<file path="src/rtl/gmlt_fifo.sv">
`default_nettype none
module gmlt_fifo #(
  parameter int WIDTH = 8,
  parameter int DEPTH = 4
) (
  input  wire logic                       clk_i,
  input  wire logic                       rst_ni,
  input  wire logic                       push_i,
  input  wire logic [WIDTH-1:0]           data_i,
  input  wire logic                       pop_i,
  output logic [WIDTH-1:0]                data_o,
  output logic                            full_o,
  output logic                            empty_o,
  output logic [$clog2(DEPTH+1)-1:0]      count_o
);

  localparam int PTR_W = (DEPTH > 1) ? $clog2(DEPTH) : 1;
  localparam int CNT_W = $clog2(DEPTH+1);

  logic [WIDTH-1:0] data_q [DEPTH];
  logic [PTR_W-1:0] wr_ptr_q, wr_ptr_d, rd_ptr_q, rd_ptr_d;
  logic [CNT_W-1:0] count_q, count_d;
  logic             do_push, do_pop;

  assign full_o  = (count_q == CNT_W'(DEPTH));
  assign empty_o = (count_q == '0);
  assign count_o = count_q;
  assign data_o  = data_q[rd_ptr_q];
  assign do_push = push_i && !full_o;
  assign do_pop  = pop_i && !empty_o;

  always_comb begin
    wr_ptr_d = wr_ptr_q;
    rd_ptr_d = rd_ptr_q;
    count_d  = count_q;
    if (do_push) begin
      wr_ptr_d = (wr_ptr_q == PTR_W'(DEPTH-1)) ? '0 : wr_ptr_q + PTR_W'(1);
    end
    if (do_pop) begin
      rd_ptr_d = (rd_ptr_q == PTR_W'(DEPTH-1)) ? '0 : rd_ptr_q + PTR_W'(1);
    end
    if (do_push && !do_pop) begin
      count_d = count_q + CNT_W'(1);
    end else if (do_pop && !do_push) begin
      count_d = count_q - CNT_W'(1);
    end
  end

  always_ff @(posedge clk_i or negedge rst_ni) begin
    if (!rst_ni) begin
      wr_ptr_q <= '0;
      rd_ptr_q <= '0;
      count_q  <= '0;
    end else begin
      wr_ptr_q <= wr_ptr_d;
      rd_ptr_q <= rd_ptr_d;
      count_q  <= count_d;
    end
  end

  always_ff @(posedge clk_i) begin
    if (do_push) begin
      data_q[wr_ptr_q] <= data_i;
    end
  end

endmodule
`default_nettype wire

</file>
<file path="config.mk">
export PLATFORM = sky130hd
export DESIGN_NAME = gmlt_fifo
export DESIGN_NICKNAME = d
export VERILOG_FILES = /design/src/rtl/gmlt_fifo.sv
export SDC_FILE = /design/constraint.sdc
export NUM_CORES = 1
export LEC_CHECK = 0
export ABC_AREA = 1
export ABC_CLOCK_PERIOD_IN_PS = 2300
export BUFFER_PORTS_ARGS = -buffer_cell sky130_fd_sc_hd__buf_4
export CAP_MARGIN = 10
export CORE_MARGIN = 2
export CORE_UTILIZATION = 54
export CTS_CLUSTER_DIAMETER = 80
export DETAILED_ROUTE_END_ITERATION = 8
export GPL_ROUTABILITY_DRIVEN = 0
export PLACE_DENSITY = 0.76
export SLEW_MARGIN = 30
export SYNTH_ARGS = -nofsm -noshare
export SYNTH_HDL_FRONTEND = slang
export SYNTH_SLANG_ARGS = --single-unit
</file>
<file path="constraint.sdc">
create_clock -name clk_i -period 2.3 [get_ports clk_i]
set_input_delay 0.345 -clock clk_i [delete_from_list [all_inputs] [get_ports clk_i]]
set_output_delay 0.345 -clock clk_i [all_outputs]
set_load 0.01 [all_outputs]
</file>
### After elaboration in Yosys (flattened, before gate mapping)

Memories as Yosys holds them, arrays and structs flattened.
Index checks and enable logic that the tools add are counted.

| word-level totals | value |
|---|---|
| output and inout bits | 13 |
| register bits | 7 |
| bits in writable memories | 32 |
| memories | 1 |
| bits of input ports | 12 |
| word-level logic and storage cells | 27 |

| operators by class | value |
|---|---|
| mux-type cells | 6 |
| equal/unequal tests | 3 |
| add/sub/neg operators | 4 |
| reductions and logical operators | 10 |

Memory list:

| name | words | width | rd ports | clocked after Yosys merged registers in | write ports | RTL line | source |
|---|---|---|---|---|---|---|---|
| data_q | 4 | 8 | 1 | 0 | 1 | 20 | `logic [WIDTH-1:0] data_q [DEPTH];` |

Operator list:

| operator | count |
|---|---|
| 2-to-1 mux 3 bit | 2 |
| adder 2 x 1 -> 2 bit (second input constant) | 2 |
| == test 2 bit (second input constant) | 2 |
| logical AND 1 bit | 4 |
| logical NOT 1 bit | 4 |
| 2-to-1 mux 2 bit | 2 |
| adder 3 x 1 -> 3 bit (second input constant) | 1 |
| == test 3 bit (second input constant) | 1 |
| logical NOT 3 bit | 1 |
| subtractor 3 x 1 -> 3 bit (second input constant) | 1 |
| 2-to-1 mux 1 bit | 2 |
| nonzero test 2 bit | 1 |

### Depth between registers and ports, before layout

Gate-level depths: netlist (run 1).

| logic depth | value |
|---|---|
| word-level depth | 7 |
| depth in mapped cells | 12 |

### Worst setup path before layout (run 1)

OpenSTA, ideal clock, no wires.

| timing path | value |
|---|---|
| kind | flip-flop to flip-flop |
| from | reg count_q[0] (netlist: count_o[0]) |
| to | reg count_q[1] (netlist: count_o[1]) |
| data arrival time | 1625 ps |
| clock period less this slack | 1752 ps |
| data required time | 2174 ps |
| stages on the path, launching flop included | 10 |
| path slack | 548 ps |
| library setup time | 126 ps |
| path buffers | 0 |
| cell sequence | dfrtp_1 > inv_2 > nand3_1 > nand2_2 > inv_1 > ha_1 > inv_1 > fa_1 > nand2_1 > o21ai_0 |

| between the ends | value |
|---|---|
| elaborated cells on any way between the ends | 15 |
| those cells by class | 2 x add/sub; 1 x eq/ne; 2 x mux; 10 x reduce/logical |

RTL lines:

| what | RTL line | source |
|---|---|---|
| start, declared | 22 | `logic [CNT_W-1:0] count_q, count_d;` |
| start signal, assigned | 57 | `count_q <= count_d;` |
| == test 3 bit | 25 | `assign full_o = (count_q == CNT_W'(DEPTH));` |
| logical NOT 1 bit | 29 | `assign do_push = push_i && !full_o;` |
| logical AND 1 bit | 29 |  |
| named net do_push | 23 | `logic do_push, do_pop;` |
| logical AND 1 bit | 42 | `if (do_push && !do_pop) begin` |
| 2-to-1 mux 3 bit | 42 |  |
| named net count_d[1] | 22 |  |

The timed path passes the listed nets, and every way through them passes these cells. The select of a mux whose other input is x is not followed.
A chain may end at the register's enable or synchronous reset.

### Worst setup path after layout (run 1)

| timing path | value |
|---|---|
| from | reg rd_ptr_q[0] |
| to | out data_o[2] |

| between the ends | value |
|---|---|
| longest elaborated chain between the ends | 1 |

Ends and longest elaborated chain:

| what | RTL line | source |
|---|---|---|
| start, declared | 21 | `logic [PTR_W-1:0] wr_ptr_q, wr_ptr_d, rd_ptr_q, rd_ptr_d;` |
| start signal, assigned | 56 | `rd_ptr_q <= rd_ptr_d;` |
| memory read (4 x 8 bit) | -- |  |
| end, declared | 11 | `output logic [WIDTH-1:0] data_o,` |

Every way passes these cells.

==> results of run 1 <==
## cell usage in the layout, fill, tap and decap left out
master,netlist,final
nand2_1,38,38
edfxtp_1,32,32
inv_1,31,31
buf_4,0,29
o211ai_1,15,15
nand3_1,7,7
dfrtp_1,7,7
nor2_1,6,6
ha_1,6,6
clkbuf_4,0,5
bufinv_16,0,2
inv_2,1,1
nand2_2,1,1
o211ai_2,1,1
o21ai_0,1,1
xnor2_1,1,1
nand4_1,1,1
fa_1,1,1
clkinvlp_4,0,1
dlygate4sd3_1,0,1
buf_12,0,1
## flip-flops by register name (all words and copies together) (netlist names)
register / count
data_q: 32
count_o: 3
rd_ptr_q: 2
wr_ptr_q: 2
## worst paths after layout
kind,from,cells past startpoint,to
max,rd_ptr_q[0],5,data_o[2]
min,data_i[4],1,data_q[1][4]
max reg2reg,count_o[0],9,count_o[1]
min reg2reg,count_o[2],2,count_o[2]
max in group asynchronous,rst_ni,2,rd_ptr_q[1]
min in group asynchronous,rst_ni,2,count_o[0]
## metal layers
layer / wire, um / vias up / part of all wire, %
li1: - / 573 / -
met4: 44 / 0 / 1.5
met2: 1458 / 20 / 50
met5: 0 / - / 0
met3: 117 / 6 / 4.0
met1: 1289 / 508 / 44
## through the flow
stage	cell area, um^2	utilization, %
after floorplan	1759	-
after global placement	1996	64.84
after detailed placement	1996	64.84
after CTS	2111	68.58
after global routing	2111	68.58
final	2111	68.58
## cells by family (layout without fill, tap and decap cells)
group           after synthesis  after routing  share of synthesized area [%]
xor+xnor                      1              1                         0.4980
compound gates               17             17                          7.397
buf+inv                      37             71                          10.03
flops                        39             39                          64.58
fa+ha+maj                     7              7                          5.405
simple gates                 53             53                          12.09
## cells in the mapped netlist
library cell and number:
nor2_1 6, inv_2 1, xnor2_1 1, nand4_1 1
nand2_2 1, ha_1 6, o211ai_2 1, dfrtp_1 7
nand2_1 38, fa_1 1, buf_6 5, nand3_1 7
edfxtp_1 32, inv_1 31, o211ai_1 15, o21ai_0 1
## worst register-to-register path, stage by stage (launching register included)
cell and delay (ns):
dfrtp_1 0.46, inv_2 0.09, nand3_1 0.14, nand2_2 0.16
inv_1 0.06, ha_1 0.21, inv_1 0.09, fa_1 0.42
nand2_1 0.07, o21ai_0 0.08
## power groups by stage
| stage | clock, uW | combinational [uW] | sequential (uW) |
|---|---|---|---|
| finish | 562 | 1070 | 1080 |
| global route | 596 | 1230 | 1100 |
| CTS | 572 | 1090 | 1080 |
| detailed placement | 0 | 1080 | 1090 |
| global placement | 0 | 1040 | 1080 |
| floorplan | 0 | 725 | 1050 |
## timing repair
action,in CTS,in global routing
hold buffers,1,0
setup endpoints to repair,0,0
hold endpoints to repair,7,0
## area by class of cell
class                      instances  area (um^2)  area share [%]
clock buffer                       5        37.54           1.778
clock inverter                     3        67.56           3.201
inverter                          32        120.1           5.691
multi-input combinational         78        446.7           21.16
sequential                        39         1136           53.82
tap                               44        55.05           2.608
timing repair buffer              31        247.7           11.74
==> results.sh, run 1 <==
export IMPL_status="complete, no violations"
export IMPL_synth_area_um2=1759
export IMPL_use_met3_pct=5.672
export IMPL_critPathMostFrequentCell="nand2_1"
export IMPL_cts_buffers=5
export IMPL_grt_pass1_wl_um=4678
export IMPL_final_setup_skew_ns=0.009728
export IMPL_antenna_found_initial=0
export IMPL_drv_slew=0
export IMPL_setup_viol=0
export IMPL_tns_ns=0
export IMPL_cap_violations=0
export IMPL_grt_ovfl_total=0
export IMPL_worstPathCellList="buf_12 -> nand2_1 -> o211ai_1 -> nand2_1 -> buf_4"
export IMPL_cp_max_fo=19
export IMPL_rsz0062_at_grt="no"
export IMPL_postCtsSetupRepairBufs=0
export IMPL_fillers=232
export IMPL_ys_seq_area_share_pct=64.58
export IMPL_synth_area_leader_cell="edfxtp_1"
export IMPL_final_cells=232
export IMPL_switching_share_pct=34.46
export IMPL_drive_gt1_share_pct=21.81
export IMPL_synth_nets=173
export IMPL_clock_root_buffer="clkbuf_4"
export IMPL_ctsResizeCount=0
export IMPL_dp_slack_ns=0.4542
export IMPL_power_frac_comb_pct=39.5
export IMPL_grt_pass1_vias=1027
export IMPL_p_seq_share_pct=39.8
export IMPL_postSynthAreaPerCell_um2=11.42
export IMPL_cp_arrival_ns=1.66
export IMPL_ioPinCount=25
export IMPL_cts_tree="done"
export IMPL_hold_path_class="in -> reg"
export IMPL_wl_per_cell_um=12.54
export IMPL_via_count=1107
export IMPL_dp_hpwl_um=2098
export IMPL_io_buffers=24
export IMPL_synth_cell_types=16
export IMPL_clock_fmax_mhz=498.5
export IMPL_use_met1_pct=22.97
export IMPL_row_count=20
export IMPL_irDropWorstVdd_uv=916.2
export IMPL_track_usage_pct=18.28
export IMPL_critPathBufInv=2
export IMPL_route_detailed_drc=0
export IMPL_period_needed_ns=2.006
export IMPL_grt_busiest_layer="met2"
export IMPL_first_pass_iters=4
export IMPL_p_clk_share_pct=20.8
export IMPL_use_met2_pct=30.09
export IMPL_grt_start_max_net_pins=20
export IMPL_ys_warn_count=0
export IMPL_power_density_nw_per_um2=1282
export IMPL_relSlewSlack_pct=60.85
export IMPL_p_leak_uw=0.0009525
export IMPL_hold_viol_final=0
export IMPL_fp_dieW_um=61.08
export IMPL_setup_ws_ns=0.2942
export IMPL_end_kind="primary output"
export IMPL_htreeDepth=2
export IMPL_worst_path_largest_cell_delay_ns=0.73
export IMPL_netlist_area_leader_share_pct=54.62
export IMPL_crit_type="reg -> out"
export IMPL_diodes=0
export IMPL_finalNetCount=206
export IMPL_path_delay_family="flip-flops"
export IMPL_required_ns=1.96
export IMPL_hold_slack_ns=0.1826
export IMPL_core_area_um2=3078
export IMPL_cts_sinks=39
export IMPL_die_area_um2=3730
export IMPL_clockBufferDepth=2
export IMPL_r2r_slack_ns=0.42
export IMPL_first_iter_violations=17
export IMPL_place_inst=223
export IMPL_via_per_inst=4.772
export IMPL_antenna_left=0
export IMPL_netlist_instances=154
export IMPL_cp_start_kind="flop"
export IMPL_critical_path_slowest_cell="dfrtp_1"
export IMPL_synth_seq_cells=39
export IMPL_die_h_um=61.08
export IMPL_clk_latency_ns=0.35
export IMPL_worst_pin_slew_ns=0.5873
export IMPL_switchingPower_uw=932.4
export IMPL_fin_total_pwr_uw=2706
export IMPL_synthTopCellsByArea="edfxtp_1 55%, dfrtp_1 10%, nand2_1 8.1%, inv_1 6.6%, o211ai_1 6.4%"
export IMPL_drt_total_wl_um=2909
export IMPL_area_growth_pct=19.99
export IMPL_start_util_pct=57.15
export IMPL_finalCritPeriodShare_pct=87.21
export IMPL_path_clk_slew_ns=0.12
export IMPL_p_int_uw=1773
Power figures use the tool's default switching activity.
==> run 2: changes to the inputs <==
--- a/config.mk
+++ b/config.mk
@@ -14,8 +14,9 @@
 export CTS_CLUSTER_DIAMETER = 80
 export DETAILED_ROUTE_END_ITERATION = 8
 export GPL_ROUTABILITY_DRIVEN = 0
+export MAX_ROUTING_LAYER = met4
 export PLACE_DENSITY = 0.76
-export SLEW_MARGIN = 30
+export SLEW_MARGIN = 20
 export SYNTH_ARGS = -nofsm -noshare
 export SYNTH_HDL_FRONTEND = slang
 export SYNTH_SLANG_ARGS = --single-unit
==> run 2 against run 1 <==
Effect of this change: worst hold slack worse by 0.0035 ns; largest power group unchanged; total power about the same; combinational power about the same; non-clock buffer count unchanged; critical path depth unchanged; critical endpoint unchanged; register-to-register slack is essentially flat; sequential power about the same; utilization unchanged; die area is the same.
==> results.sh, run 2 (synthesis results as in run 1) <==
export IMPL_via_per_inst=4.815
export IMPL_start_util_pct=57.15
export IMPL_cp_arrival_ns=1.66
export IMPL_relSlewSlack_pct=60.87
export IMPL_route_detailed_drc=0
export IMPL_core_area_um2=3078
export IMPL_drv_slew=0
export IMPL_end_kind="primary output"
export IMPL_drive_gt1_share_pct=21.81
export IMPL_largest_register_ff_count=32
export IMPL_crit_type="reg -> out"
export IMPL_setup_viol=0
export IMPL_irDropWorstVdd_uv=916.0
export IMPL_die_h_um=61.08
export IMPL_antenna_found_initial=0
export IMPL_grt_start_max_net_pins=20
export IMPL_path_delay_family="flip-flops"
export IMPL_track_usage_pct=18.82
export IMPL_critical_path_slowest_cell="dfrtp_1"
export IMPL_finalCritPeriodShare_pct=87.33
export IMPL_grt_pass1_wl_um=4678
export IMPL_die_area_um2=3730
export IMPL_worstPathCellList="buf_12 -> nand2_1 -> o211ai_1 -> nand2_1 -> buf_4"
export IMPL_fillers=232
export IMPL_via_count=1117
export IMPL_ioPinCount=25
export IMPL_clock_root_buffer="clkbuf_4"
export IMPL_cts_sinks=39
export IMPL_ctsResizeCount=0
export IMPL_final_setup_skew_ns=0.01024
export IMPL_p_leak_uw=0.0009525
export IMPL_cp_max_fo=19
export IMPL_period_needed_ns=2.009
export IMPL_grt_ovfl_total=0
export IMPL_status="complete, no violations"
export IMPL_first_pass_iters=4
export IMPL_layout_common_cells="38 x nand2_1, 32 x edfxtp_1, 31 x inv_1"
export IMPL_dp_hpwl_um=2098
export IMPL_hold_path_class="in -> reg"
export IMPL_wl_per_cell_um=12.54
export IMPL_fp_dieW_um=61.08
export IMPL_grt_pass1_vias=1027
export IMPL_htreeDepth=2
export IMPL_cts_buffers=5
export IMPL_required_ns=1.96
export IMPL_hold_viol_final=0
export IMPL_cp_start_kind="flop"
export IMPL_tns_ns=0
export IMPL_worst_path_largest_cell_delay_ns=0.73
export IMPL_clock_fmax_mhz=497.8
export IMPL_dp_slack_ns=0.4542
export IMPL_drt_total_wl_um=2910
export IMPL_cts_hold_buf=1
export IMPL_postCtsSetupRepairBufs=0
export IMPL_cap_violations=0
export IMPL_cts_tree="done"
export IMPL_rsz0062_at_grt="no"
export IMPL_clk_latency_ns=0.35
export IMPL_setup_ws_ns=0.2913
export IMPL_worst_pin_slew_ns=0.5870
export IMPL_diodes=0
export IMPL_io_buffers=24
export IMPL_critPathMostFrequentCell="nand2_1"
export IMPL_final_common_cell="nand2_1"
export IMPL_first_iter_violations=26
export IMPL_power_density_nw_per_um2=1283
export IMPL_path_clk_slew_ns=0.12
export IMPL_regMostFlops="data_q"
export IMPL_area_growth_pct=19.99
export IMPL_clockBufferDepth=2
export IMPL_antenna_left=0
export IMPL_row_count=20
export IMPL_critPathBufInv=2
export IMPL_finalNetCount=206
run 2: cell counts in the layout (fill, tap and decap cells not counted):
Identical to the previous run, type by type.
run 2: area by class of cell:
class	instances	area, um^2	area share (%)
clock inverters	3	67.56	3.201
flip-flops and latches	39	1136	53.82
inverters	32	120.1	5.691
multi-input cells	78	446.7	21.16
clock buffers	5	37.54	1.778
repair buffers	31	247.7	11.74
well taps	44	55.05	2.608
run 2: final timing paths:
kind,slack (ns),startpoint,end,cells past startpoint
max in group asynchronous,1.84,rst_ni,rd_ptr_q[1],2
setup / recovery,0.29,rd_ptr_q[0],data_o[2],5
hold / removal,0.18,data_i[4],data_q[1][4],1
min in group asynchronous,0.33,rst_ni,count_o[0],2
hold reg to reg,0.56,count_o[2],count_o[2],2
setup reg to reg,0.42,count_o[0],count_o[1],9
run 2: report_power, final:
part           switching (uW)  internal (uW)  leakage (uW)  total (uW)
logic                     580            489      0.000523        1070
clock network             225            338     0.0000514         563
registers                 129            946      0.000378        1080
run 2: per-stage QoR:
step	instances	area, um^2	hold WS [ns]	power, uW	util (%)
6_report	232	2111	0.1792	2708	68.58
3_5_place_dp	223	1996	0.1651	2176	64.84
2_1_floorplan	154	1759	0.04941	1775	-
3_3_place_gp	223	1996	0.1604	2120	64.84
5_1_grt	232	2111	0.1635	2921	68.58
4_1_cts	232	2111	0.1671	2738	68.58
run 2: metal layers:
metal / global-route usage (%) / vias up / part of all wire (%)
met5: - / - / 0
met4: 6.522 / 0 / 1.5
met3: 5.672 / 7 / 4.0
met2: 30.09 / 22 / 50
met1: 22.82 / 514 / 44
li1: - / 574 / -
